==> src/hdl/lrukv_pkg.sv <==
// ----------------------------------------------------------------------------
// lrukv_pkg
// Shared types and constants of the LRU key/value store: the input and result
// words, the command and status groups between controller and datapath, and
// the register map of the configuration port.
// ----------------------------------------------------------------------------
package lrukv_pkg;

  // Default sizes handed to the top-level parameters.
  localparam int DEPTH_DEF    = 16;
  localparam int KEY_BITS_DEF = 32;

  // Configuration port.
  localparam int          CAP_W        = 5;
  localparam logic [4:0]  CAP_RESET    = 5'd16;
  localparam int          ADDR_W       = 3;
  localparam logic        REG_CAPACITY = 1'b0;

  // Operation codes carried in the func field.
  localparam logic FUNC_GET = 1'b0;
  localparam logic FUNC_PUT = 1'b1;

  // Value returned by a get that misses and by every put.
  localparam logic signed [31:0] MISS_VALUE = -32'sd1;

  // One input word.
  typedef struct packed {
    logic               func;
    logic signed [31:0] lookup_key;
    logic signed [31:0] write_value;
  } in_word_t;

  // One result word.
  typedef struct packed {
    logic               hit;
    logic signed [31:0] read_value;
    logic               evicted;
    logic signed [31:0] evicted_key;
  } out_word_t;

  // Commands from the controller to the datapath.
  typedef struct packed {
    logic capture;  // latch the accepted input word
    logic compare;  // compare all slots against the key
    logic select;   // pick the slot that this word works on
    logic update;   // write ranks, keys and values
    logic load;     // move the result into the output register
  } dp_cmd_t;

  // Status from the datapath to the controller.
  typedef struct packed {
    logic out_free;  // the output register can take a new word
  } dp_status_t;

endpackage

==> src/hdl/lrukv_ctrl.sv <==
// ----------------------------------------------------------------------------
// lrukv_ctrl
// Sequencer of the LRU key/value store. It steps one word through compare,
// select, update and result phases and hands the datapath one command per
// phase.
// ----------------------------------------------------------------------------
module lrukv_ctrl (
  input  logic                  clk,
  input  logic                  rst_n,
  input  logic                  in_valid,
  output logic                  in_ready,
  input  lrukv_pkg::dp_status_t status,
  output lrukv_pkg::dp_cmd_t    cmd
);

  typedef enum logic [4:0] {
    ST_IDLE    = 5'b00001,
    ST_COMPARE = 5'b00010,
    ST_SELECT  = 5'b00100,
    ST_UPDATE  = 5'b01000,
    ST_RESULT  = 5'b10000
  } state_t;

  state_t state_r, state_nxt;

  // Next state and command decode.
  always_comb begin
    state_nxt   = state_r;
    in_ready    = 1'b0;
    cmd         = '0;
    case (state_r)
      ST_IDLE: begin
        in_ready    = 1'b1;
        cmd.capture = in_valid;
        if (in_valid) begin
          state_nxt = ST_COMPARE;
        end
      end
      ST_COMPARE: begin
        cmd.compare = 1'b1;
        state_nxt   = ST_SELECT;
      end
      ST_SELECT: begin
        cmd.select = 1'b1;
        state_nxt  = ST_UPDATE;
      end
      ST_UPDATE: begin
        cmd.update = 1'b1;
        state_nxt  = ST_RESULT;
      end
      ST_RESULT: begin
        // Hold here until the output register has room.
        if (status.out_free) begin
          cmd.load  = 1'b1;
          state_nxt = ST_IDLE;
        end
      end
      default: begin
        state_nxt = ST_IDLE;
      end
    endcase
  end

  // State register.
  always_ff @(posedge clk) begin
    if (!rst_n) begin
      state_r <= ST_IDLE;
    end else begin
      state_r <= state_nxt;
    end
  end

  // A word is only taken when no other word is in flight.
  a_accept_idle: assert property (@(posedge clk) disable iff (!rst_n)
    (in_valid && in_ready) |=> (state_r == ST_COMPARE))
    else $error("accepted word did not start the compare phase");

  // The result is loaded only in the result phase and only when the output register has room.
  a_load_from_result: assert property (@(posedge clk) disable iff (!rst_n)
    cmd.load |-> (state_r == ST_RESULT) && status.out_free)
    else $error("result loaded outside the result phase");

  a_update_follows_select: assert property (@(posedge clk) disable iff (!rst_n)
    cmd.select |=> cmd.update)
    else $error("update did not follow select");

endmodule

==> src/hdl/lrukv_dp.sv <==
// ----------------------------------------------------------------------------
// lrukv_dp
// Datapath of the LRU key/value store: slot keys and valid bits, recency
// ranks, the value memory, the fill count and the output register.
// ----------------------------------------------------------------------------
module lrukv_dp #(
  parameter int DEPTH    = lrukv_pkg::DEPTH_DEF,
  parameter int KEY_BITS = lrukv_pkg::KEY_BITS_DEF
) (
  input  logic                                 clk,
  input  logic                                 rst_n,
  input  lrukv_pkg::dp_cmd_t                   cmd,
  output lrukv_pkg::dp_status_t                status,
  input  lrukv_pkg::in_word_t                  in_data,
  input  logic [$clog2(DEPTH + 1)-1:0]         eff_cap,
  output logic                                 out_valid,
  input  logic                                 out_ready,
  output lrukv_pkg::out_word_t                 out_data
);

  localparam int IDX_W = (DEPTH > 1) ? $clog2(DEPTH) : 1;
  localparam int CNT_W = $clog2(DEPTH + 1);

  // Stored state.
  logic [DEPTH-1:0]    valid_r;
  logic [KEY_BITS-1:0] tag_r   [DEPTH];
  logic [IDX_W-1:0]    age_r   [DEPTH];
  logic [CNT_W-1:0]    used_r;
  logic [31:0]         val_mem [DEPTH];

  // Per-word working registers.
  lrukv_pkg::in_word_t item_r;
  logic [KEY_BITS-1:0] key_r;
  logic [DEPTH-1:0]    match_r, oldest_r, free_r;
  logic                full_r, hit_r, evict_r, ins_r;
  logic [IDX_W-1:0]    slot_r;
  logic [31:0]         evkey_r, rdata_r;

  lrukv_pkg::out_word_t out_r;
  logic                 out_valid_r, out_valid_nxt;

  logic [IDX_W-1:0] slot_nxt;
  logic [IDX_W-1:0] age_slot;
  logic             is_put;

  // Lowest-numbered set bit of a slot vector.
  function automatic logic [IDX_W-1:0] first_set(input logic [DEPTH-1:0] v);
    logic [IDX_W-1:0] idx;
    idx = '0;
    for (int i = DEPTH - 1; i >= 0; i--) begin
      if (v[i]) begin
        idx = IDX_W'(i);
      end
    end
    return idx;
  endfunction

  assign is_put   = (item_r.func == lrukv_pkg::FUNC_PUT);
  assign age_slot = age_r[slot_r];

  // Slot choice: the hit slot, else the least recent when full, else a free one.
  always_comb begin
    if (|match_r) begin
      slot_nxt = first_set(match_r);
    end else if (full_r) begin
      slot_nxt = first_set(oldest_r);
    end else begin
      slot_nxt = first_set(free_r);
    end
  end

  // Capture the word; the key is sign-extended or cut to the stored width.
  always_ff @(posedge clk) begin
    if (cmd.capture) begin
      item_r <= in_data;
      key_r  <= KEY_BITS'(in_data.lookup_key);
    end
  end

  // Parallel tag compare, least-recent detect and free-slot vector.
  always_ff @(posedge clk) begin
    if (cmd.compare) begin
      for (int i = 0; i < DEPTH; i++) begin
        match_r[i]  <= valid_r[i] && (tag_r[i] == key_r);
        oldest_r[i] <= valid_r[i] &&
                       (CNT_W'(age_r[i]) == used_r - CNT_W'(1));
        free_r[i]   <= !valid_r[i];
      end
      full_r <= (used_r >= eff_cap) && (used_r != '0);
    end
  end

  // Slot selection and the decision of what the word does.
  always_ff @(posedge clk) begin
    if (cmd.select) begin
      slot_r  <= slot_nxt;
      hit_r   <= |match_r;
      ins_r   <= is_put && !(|match_r);
      evict_r <= is_put && !(|match_r) && full_r;
    end
  end

  // Value memory: one read and one write port, both on the selected slot.
  always_ff @(posedge clk) begin
    if (cmd.update) begin
      rdata_r <= val_mem[slot_r];
      if (is_put) begin
        val_mem[slot_r] <= item_r.write_value;
      end
    end
  end

  // Key of the slot being replaced, taken before it is overwritten.
  always_ff @(posedge clk) begin
    if (cmd.update) begin
      evkey_r <= 32'(tag_r[slot_r]);
      if (ins_r) begin
        tag_r[slot_r] <= key_r;
      end
    end
  end

  // Recency ranks: the touched or new slot becomes rank zero.
  always_ff @(posedge clk) begin
    if (cmd.update && (hit_r || ins_r)) begin
      for (int i = 0; i < DEPTH; i++) begin
        if (IDX_W'(i) == slot_r) begin
          age_r[i] <= '0;
        end else if (valid_r[i] && (ins_r || (age_r[i] < age_slot))) begin
          age_r[i] <= age_r[i] + IDX_W'(1);
        end
      end
    end
  end

  // Valid bits and fill count.
  always_ff @(posedge clk) begin
    if (!rst_n) begin
      valid_r <= '0;
      used_r  <= '0;
    end else if (cmd.update && ins_r) begin
      valid_r[slot_r] <= 1'b1;
      if (!evict_r) begin
        used_r <= used_r + CNT_W'(1);
      end
    end
  end

  // Output register.
  always_comb begin
    out_valid_nxt = out_valid_r;
    if (cmd.load) begin
      out_valid_nxt = 1'b1;
    end else if (out_ready) begin
      out_valid_nxt = 1'b0;
    end
  end

  always_ff @(posedge clk) begin
    if (!rst_n) begin
      out_valid_r <= 1'b0;
    end else begin
      out_valid_r <= out_valid_nxt;
    end
  end

  always_ff @(posedge clk) begin
    if (cmd.load) begin
      out_r.hit         <= hit_r;
      out_r.read_value  <= (hit_r && !is_put) ? rdata_r : lrukv_pkg::MISS_VALUE;
      out_r.evicted     <= evict_r;
      out_r.evicted_key <= evict_r ? evkey_r : '0;
    end
  end

  assign out_valid       = out_valid_r;
  assign out_data        = out_r;
  assign status.out_free = !out_valid_r || out_ready;

  // The fill count always equals the number of valid slots.
  a_fill_count: assert property (@(posedge clk) disable iff (!rst_n)
    $countones(valid_r) == 32'(used_r))
    else $error("fill count differs from valid slot count");

  // A key is held in at most one slot.
  a_match_unique: assert property (@(posedge clk) disable iff (!rst_n)
    cmd.select |-> $onehot0(match_r))
    else $error("key matched more than one slot");

  // When the store is full exactly one slot holds the oldest rank.
  a_oldest_unique: assert property (@(posedge clk) disable iff (!rst_n)
    (cmd.select && full_r) |-> $onehot(oldest_r))
    else $error("no unique least recent slot in a full store");

  // The fill never grows past the depth.
  a_fill_bound: assert property (@(posedge clk) disable iff (!rst_n)
    32'(used_r) <= DEPTH)
    else $error("fill count beyond depth");

endmodule

==> src/hdl/lru_key_value_store.sv <==
// ----------------------------------------------------------------------------
// lru_key_value_store
// Fully associative key/value store with least-recently-used replacement.
// ----------------------------------------------------------------------------
// The sequencer walks compare, select, update and result phases for one word
// at a time and the value memory read is registered; a new word is taken only
// once the last word's result is loaded. A waiting result holds the sequencer
// in its result phase, so it blocks the next word.
// Reset (synchronous, active low) empties the store, clears the output
// register and sets the capacity register to 16.
// ----------------------------------------------------------------------------
module lru_key_value_store #(
  parameter int DEPTH    = lrukv_pkg::DEPTH_DEF,
  parameter int KEY_BITS = lrukv_pkg::KEY_BITS_DEF
) (
  input  logic                             clk,
  input  logic                             rst_n,
  // Input channel.
  input  logic                             in_valid,
  output logic                             in_ready,
  input  lrukv_pkg::in_word_t              in_data,
  // Result channel.
  output logic                             out_valid,
  input  logic                             out_ready,
  output lrukv_pkg::out_word_t             out_data,
  // Configuration port.
  input  logic                             psel,
  input  logic                             penable,
  input  logic                             pwrite,
  input  logic [lrukv_pkg::ADDR_W-1:0]     paddr,
  input  logic [31:0]                      pwdata,
  output logic [31:0]                      prdata,
  output logic                             pready
);

  localparam int CNT_W = $clog2(DEPTH + 1);

  logic [lrukv_pkg::CAP_W-1:0] cap_r;
  logic [CNT_W-1:0]            eff_cap;
  logic                        reg_sel;
  lrukv_pkg::dp_cmd_t          cmd;
  lrukv_pkg::dp_status_t       status;

  assign pready  = 1'b1;
  assign reg_sel = (paddr[2] == lrukv_pkg::REG_CAPACITY);

  // Capacity register write.
  always_ff @(posedge clk) begin
    if (!rst_n) begin
      cap_r <= lrukv_pkg::CAP_RESET;
    end else if (psel && penable && pwrite && reg_sel) begin
      cap_r <= pwdata[lrukv_pkg::CAP_W-1:0];
    end
  end

  // Register read-back.
  assign prdata = reg_sel ? 32'(cap_r) : '0;

  // Capacity clamped to the range one to depth.
  always_comb begin
    if (cap_r == '0) begin
      eff_cap = CNT_W'(1);
    end else if (32'(cap_r) > DEPTH) begin
      eff_cap = CNT_W'(DEPTH);
    end else begin
      eff_cap = CNT_W'(cap_r);
    end
  end

  lrukv_ctrl u_ctrl (
    .clk      (clk),
    .rst_n    (rst_n),
    .in_valid (in_valid),
    .in_ready (in_ready),
    .status   (status),
    .cmd      (cmd)
  );

  lrukv_dp #(
    .DEPTH    (DEPTH),
    .KEY_BITS (KEY_BITS)
  ) u_dp (
    .clk       (clk),
    .rst_n     (rst_n),
    .cmd       (cmd),
    .status    (status),
    .in_data   (in_data),
    .eff_cap   (eff_cap),
    .out_valid (out_valid),
    .out_ready (out_ready),
    .out_data  (out_data)
  );

endmodule

==> config.mk <==
export PLATFORM = sky130hd
export DESIGN_NAME = lru_key_value_store
export DESIGN_NICKNAME = d
export VERILOG_FILES = /design/src/hdl/lrukv_pkg.sv /design/src/hdl/lrukv_ctrl.sv /design/src/hdl/lrukv_dp.sv /design/src/hdl/lru_key_value_store.sv
export SDC_FILE = /design/constraint.sdc
export NUM_CORES = 2
export LEC_CHECK = 0
export BUFFER_PORTS_ARGS = -buffer_cell sky130_fd_sc_hd__buf_2
export CAP_MARGIN = 40
export CELL_PAD_IN_SITES_DETAIL_PLACEMENT = 0
export CELL_PAD_IN_SITES_GLOBAL_PLACEMENT = 1
export CORE_ASPECT_RATIO = 0.7
export CORE_MARGIN = 2
export CORE_UTILIZATION = 54
export DETAILED_ROUTE_END_ITERATION = 8
export GPL_TIMING_DRIVEN = 1
export PLACE_DENSITY_LB_ADDON = 0.2
export SYNTH_ARGS = -nofsm -noshare
export SYNTH_HDL_FRONTEND = slang
export SYNTH_SLANG_ARGS = --single-unit
==> constraint.sdc <==
create_clock -name clk -period 5.3 [get_ports clk]
set_input_delay 0 -clock clk [delete_from_list [all_inputs] [get_ports clk]]
set_output_delay 0 -clock clk [all_outputs]
set_load 0.1 [all_outputs]
Word level (Yosys, flattened, before mapping)
Memory sizes are Yosys's and may differ from the RTL's. A register that Yosys moved wholly into a read port is not among the register bits.
Cells that the tools add are included.

storage, ports and cells
  bits of input ports = 107
  memory bits (writable) = 1088
  register bits = 219
  memories = 3
  output and inout port bits = 101
  word-level logic and storage cells = 438

operators by class
  muxes and demuxes = 202
  equality and inequality tests = 54
  bitwise operators = 19
  magnitude comparators = 20
  reductions and logical operators = 102
  add/subtract/negate cells = 18

memory list
  name          depth  bits a word  rd ports  clocked after Yosys merged registers in  wr ports  RTL line        source
  u_dp.tag_r    16     32           17        1                                        1         lrukv_dp.sv:26  logic [KEY_BITS-1:0] tag_r [DEPTH];
  u_dp.val_mem  16     32           1         1                                        1         lrukv_dp.sv:29  logic [31:0] val_mem [DEPTH];
  u_dp.age_r    16     4            17        1                                        16        lrukv_dp.sv:27  logic [IDX_W-1:0] age_r [DEPTH];

operator list
  kind                                            number
  == test 32 bit                                  16
  2-to-1 mux 4 bit                                67
  2-to-1 mux 1 bit                                128
  == test 4 x 5 -> 1 bit                          16
  adder 4 x 1 -> 4 bit (second input constant)    16
  < comparator 4 bit                              16
  logical AND 1 bit                               58
  == test 4 bit (first input constant)            8
  2-to-1 mux 5 bit                                5
  one-hot mux 5 bit (5 select lines)              1
  zero test 1 bit                                 19
  logical OR 1 bit                                18
  == test 3 x 4 -> 1 bit (first input constant)   4
  bitwise OR 1 bit                                16
  bitwise OR 16 bit                               1
  OR reduction 16 bit                             1
  == test 2 x 4 -> 1 bit (first input constant)   2
  adder 5 x 1 -> 5 bit (second input constant)    1
  == test 5 x 1 -> 1 bit (second input constant)  1
  == test 5 x 2 -> 1 bit (second input constant)  1
  == test 5 x 3 -> 1 bit (second input constant)  1
  == test 5 x 4 -> 1 bit (second input constant)  1
  == test 5 bit (second input constant)           1
  >= comparator 5 bit                             1
  other kinds (13)                                16

Depth between registers and ports, before layout
  depth after elaboration = 19
  mapped depth = 11

Modules after synthesis
Synthesis repeated with hierarchy kept, for this count alone.

second synthesis, totals
  cells, all modules = 3495
  area, all modules = 61068.6 sq um

by module, submodules not included
  module               times used  area each (sq um)  seq. area each (sq um)  cells each
  lrukv_dp             1           60257.8            40729.1                 3397
  lru_key_value_store  1           511.7              100.1                   65
  lrukv_ctrl           1           299.0              100.1                   33

Worst setup path before layout
OpenSTA, ideal clock, no wires.

  path type = register to register
  start point = register u_dp.out_valid_r (netlist: u_dp.out_valid)
  end point = register u_dp.out_r, in the netlist u_dp.out_data[0] (enable)
  arrival = 3869 ps
  cell stages (with the launch flop) = 3
  slack = 934 ps
  required time = 4803 ps
  clock period less this slack = 4366 ps
  cell sequence = dfxtp_1 nand2b_1 nor2b_1

RTL lines
  element                 RTL line         source
  start, declared         lrukv_dp.sv:40   logic out_valid_r, out_valid_nxt;
  start signal, assigned  lrukv_dp.sv:163  out_valid_r <= out_valid_nxt;
  end, declared           lrukv_dp.sv:39   lrukv_pkg::out_word_t out_r;

==> impl_results.md <==
* Top cell type by total area after synthesis: edfxtp_1
* Yosys top cell area share at roughly two thirds
* Pre-Repair DR Iteration Count at 6
* Initial antenna violation count at 17
* Clock transition at path regs at 60 ps
* Final Hold Viols at 0
* Largest net degree at the start of global routing at roughly 120
* Hold crit path type: input port to flop
* Port bufs at 150
* Min Tclk post-route at approximately 4200 ps
* Comb power frac at slightly above 4%
* F_max at 237 MHz
* Critical path fanouts, max at 16
* Max_cap viols at 0
* Seq/Total Area, Yosys at about 70%
* Maximum vdd ir drop at about 0.35 mV
* Post-synth EDFFs at between 1000 and 1500
* Vias per cell at 6.43
* Filler cell count at a little under 8000
* Antenna Nets Post-Route at 0
* Crit path kind: flop to flop
* Post-CTS Setup Bufs at 0
* Distinct cells, synth at 60
* FF+latch count, synth at around 1400
* Clock share of power at a little over two fifths
* Unrepaired setup endpoints after global routing: no
* PwrDens at 326 mW/mm²
* Pre-CTS setup slack at roughly 1100 ps
* Reg area at just over 0.04 mm²
* Status: completed
* Core area at around 0.11 mm²
* Hpwl dp at between 100000 and 150000 µm
* Die area at about 0.11 mm²
* Worst-Skew Late Latency at approximately 780 ps
* Async SR Flop Fraction at 0%
* Layout area overhead at 15.3%
* First-pass GRT wire length at about 240000 µm
* Worst Setup End Kind: flop
* Leakage Power at about 0.022 µW
* H-tree levels at 4
* Post-detailed-route wirelength per cell at 32.1 µm
* Gp weighted congestion at about 0.98
* Clock sinks at 1375
* CP required at between 5000 and 6000 ps
* Row cnt at ~100
* Mapped Cells at around 3400
* Nets@finish at a little under 4000
* Final number of setup-violating endpoints at 0
* Grt total ovfl at 0
* TNS Setup at 0 ps
* Starting DRT DRC Count at 5132
* Slew Viols, Final at 0
* Crit share post-route at between 70 and 80%
* Ratio of cells with drive above 1 in the final layout at between 20% and 30%
* Yosys warning total at 0
* Global Route Usage Sum at slightly above 30%
* Total power draw at 22600 µW
* CTS-repair resized insts at 0
* Die Width at slightly above 400 µm
* Synth area leaders: edfxtp_1, mux4_2, xnor2_1, xor2_1, ha_1
* Internal at 17700 µW
* Clk buf depth at 3
* Final worst setup slack at 1080 ps
* Initial Util at roughly 54%
* Worst Tran Pin Value at a little under 1000 ps
* Vias in the first global route at between 30000 and 40000
* Routed Wire Length at about 170000 µm
* Net Switching at ~5000 µW
* Ys flop type: edfxtp_1
* Via count at about 34000
* CTS Buf Count at roughly 140
* Mapped Area at about 0.06 mm²
* DRC Markers at 0
* Die Y at 283 µm
* Multi-input logic area at 0.0185 mm²
* Sequential Power Share at 53.8%
* Worst slew margin at approximately a third
* Final core occ at about 63%
* CTS tree: yes
* CTS root buffer: clkbuf_16
* Data arrival, critical path at 4620 ps
* Net Sw Frac at 22.0%
* # IOs at ~210
* Cts hold-fix bufs at 150
* Worst Skew at roughly 50 ps
* Syn_area_per_cell at 17.8 µm²
* Startpoint Class: flop
critical path, cell delays in order, from the launching register on:
cell,delay [ps]
dfxtp_1,910
mux4_2,660
mux4_2,470
inv_1,150
buf_4,300
ha_1,280
o21a_1,190
o211ai_1,180
a21oi_1,70
or3_1,410
o21ai_0,240
worst paths after layout:
kind	from	end	slack [ps]	depth (start not counted)
max	flop	u_dp.age_r[3][2]	1080	10
min	in_data[63]	u_dp.key_r[31]	40	2
max reg2reg	flop	u_dp.age_r[3][2]	1080	10
min reg2reg	u_dp.rdata_r[19]	u_dp.out_data[52]	500	1
cells in the mapped netlist, drive strengths merged (34+ instances only):
cell type	number
mux4	337
and2	39
edfxtp	1339
nand2	35
xor2	128
nor3	74
nand4	140
xnor2	479
clkbuf	125
dfxtp	36
inv	48
o21ai	34
nor4	58
nand2b	38
nor2	93
ha	72
nand3	49
buf	74
cell usage in the layout (no fill, tap or decap), drive strengths merged, types with 14 or more instances in the layout:
| master | Yosys | layout |
|---|---|---|
| nor4 | 58 | 58 |
| nand4 | 140 | 140 |
| clkinv | 0 | 56 |
| edfxtp | 1339 | 1339 |
| clkbuf | 125 | 167 |
| dfxtp | 36 | 36 |
| mux4 | 337 | 337 |
| xnor2 | 479 | 479 |
| conb | 2 | 28 |
| o21ai | 34 | 34 |
| inv | 48 | 57 |
| ha | 72 | 72 |
| nand3 | 49 | 49 |
| buf | 74 | 278 |
| nand2b | 38 | 38 |
| and2 | 39 | 39 |
| nand2 | 35 | 35 |
| xor2 | 128 | 128 |
| o22ai | 14 | 14 |
| nor3 | 74 | 74 |
| nor2b | 20 | 20 |
| o21a | 31 | 31 |
| nor2 | 93 | 93 |
| dlygate4sd3 | 0 | 150 |
power by group through the flow:
stage	logic, µW	registers [µW]	clock network [µW]
after floorplan	538	12300	0
after global placement	798	12400	0
after detailed placement	820	12400	0
after CTS	906	12200	9640
after global routing	967	12200	10100
final	929	12200	9530
routing by layer:
| layer | vias to the layer above | GRT usage, % | wire (µm) |
|---|---|---|---|
| li1 | 14100 | - | - |
| met1 | 17900 | 47.3 | 72300 |
| met2 | 2036 | 41.2 | 72400 |
| met3 | 240 | 9.32 | 22800 |
| met4 | 8 | 7.68 | 3670 |
| met5 | - | 0 | 34 |
metrics by stage:
stage	area, µm²	hold slack (ps)	instances
2_1_floorplan	60200	98.9	3396
3_3_place_gp	63100	176	4912
3_5_place_dp	63500	178	4930
4_1_cts	69300	11.4	5325
5_1_grt	69300	17.3	5327
6_report	69400	44.9	5330
sequential cells by signal, summed over array words and instances (netlist names), 4 cells and up, named ones only:
signal,count
cap_r,5
u_ctrl.state_r,5
u_dp.age_r,64
u_dp.evkey_r,32
u_dp.free_r,16
u_dp.item_r,32
u_dp.key_r,32
u_dp.match_r,16
u_dp.oldest_r,16
u_dp.out_data,66
u_dp.rdata_r,32
u_dp.slot_r,4
u_dp.tag_r,512
u_dp.used_r,5
u_dp.val_mem,512
u_dp.valid_r,16
kinds of logic after synthesis:
group | count (synthesis) | synth area share, %
mux | 349 | 12.8
compound gates | 140 | 1.64
other cells | 2 | 0.0125
xor+xnor | 607 | 8.84
fa+ha+maj | 72 | 1.50
simple gates | 578 | 5.31
buf+inv | 247 | 1.81
flops | 1375 | 68.0
final cells by class:
cell class                      count  share of cell area (%)
Tap cell                         1456                    2.63
Clock buffer                      166                    5.13
Antenna cell                        3                  0.0108
Inverter                           48                   0.260
Sequential cell                  1375                    59.0
Multi-Input combinational cell   1774                    26.7
Clock inverter                     79                    1.14
Timing Repair Buffer              429                    5.09
No activity file was read; power rests on OpenSTA's default activity.
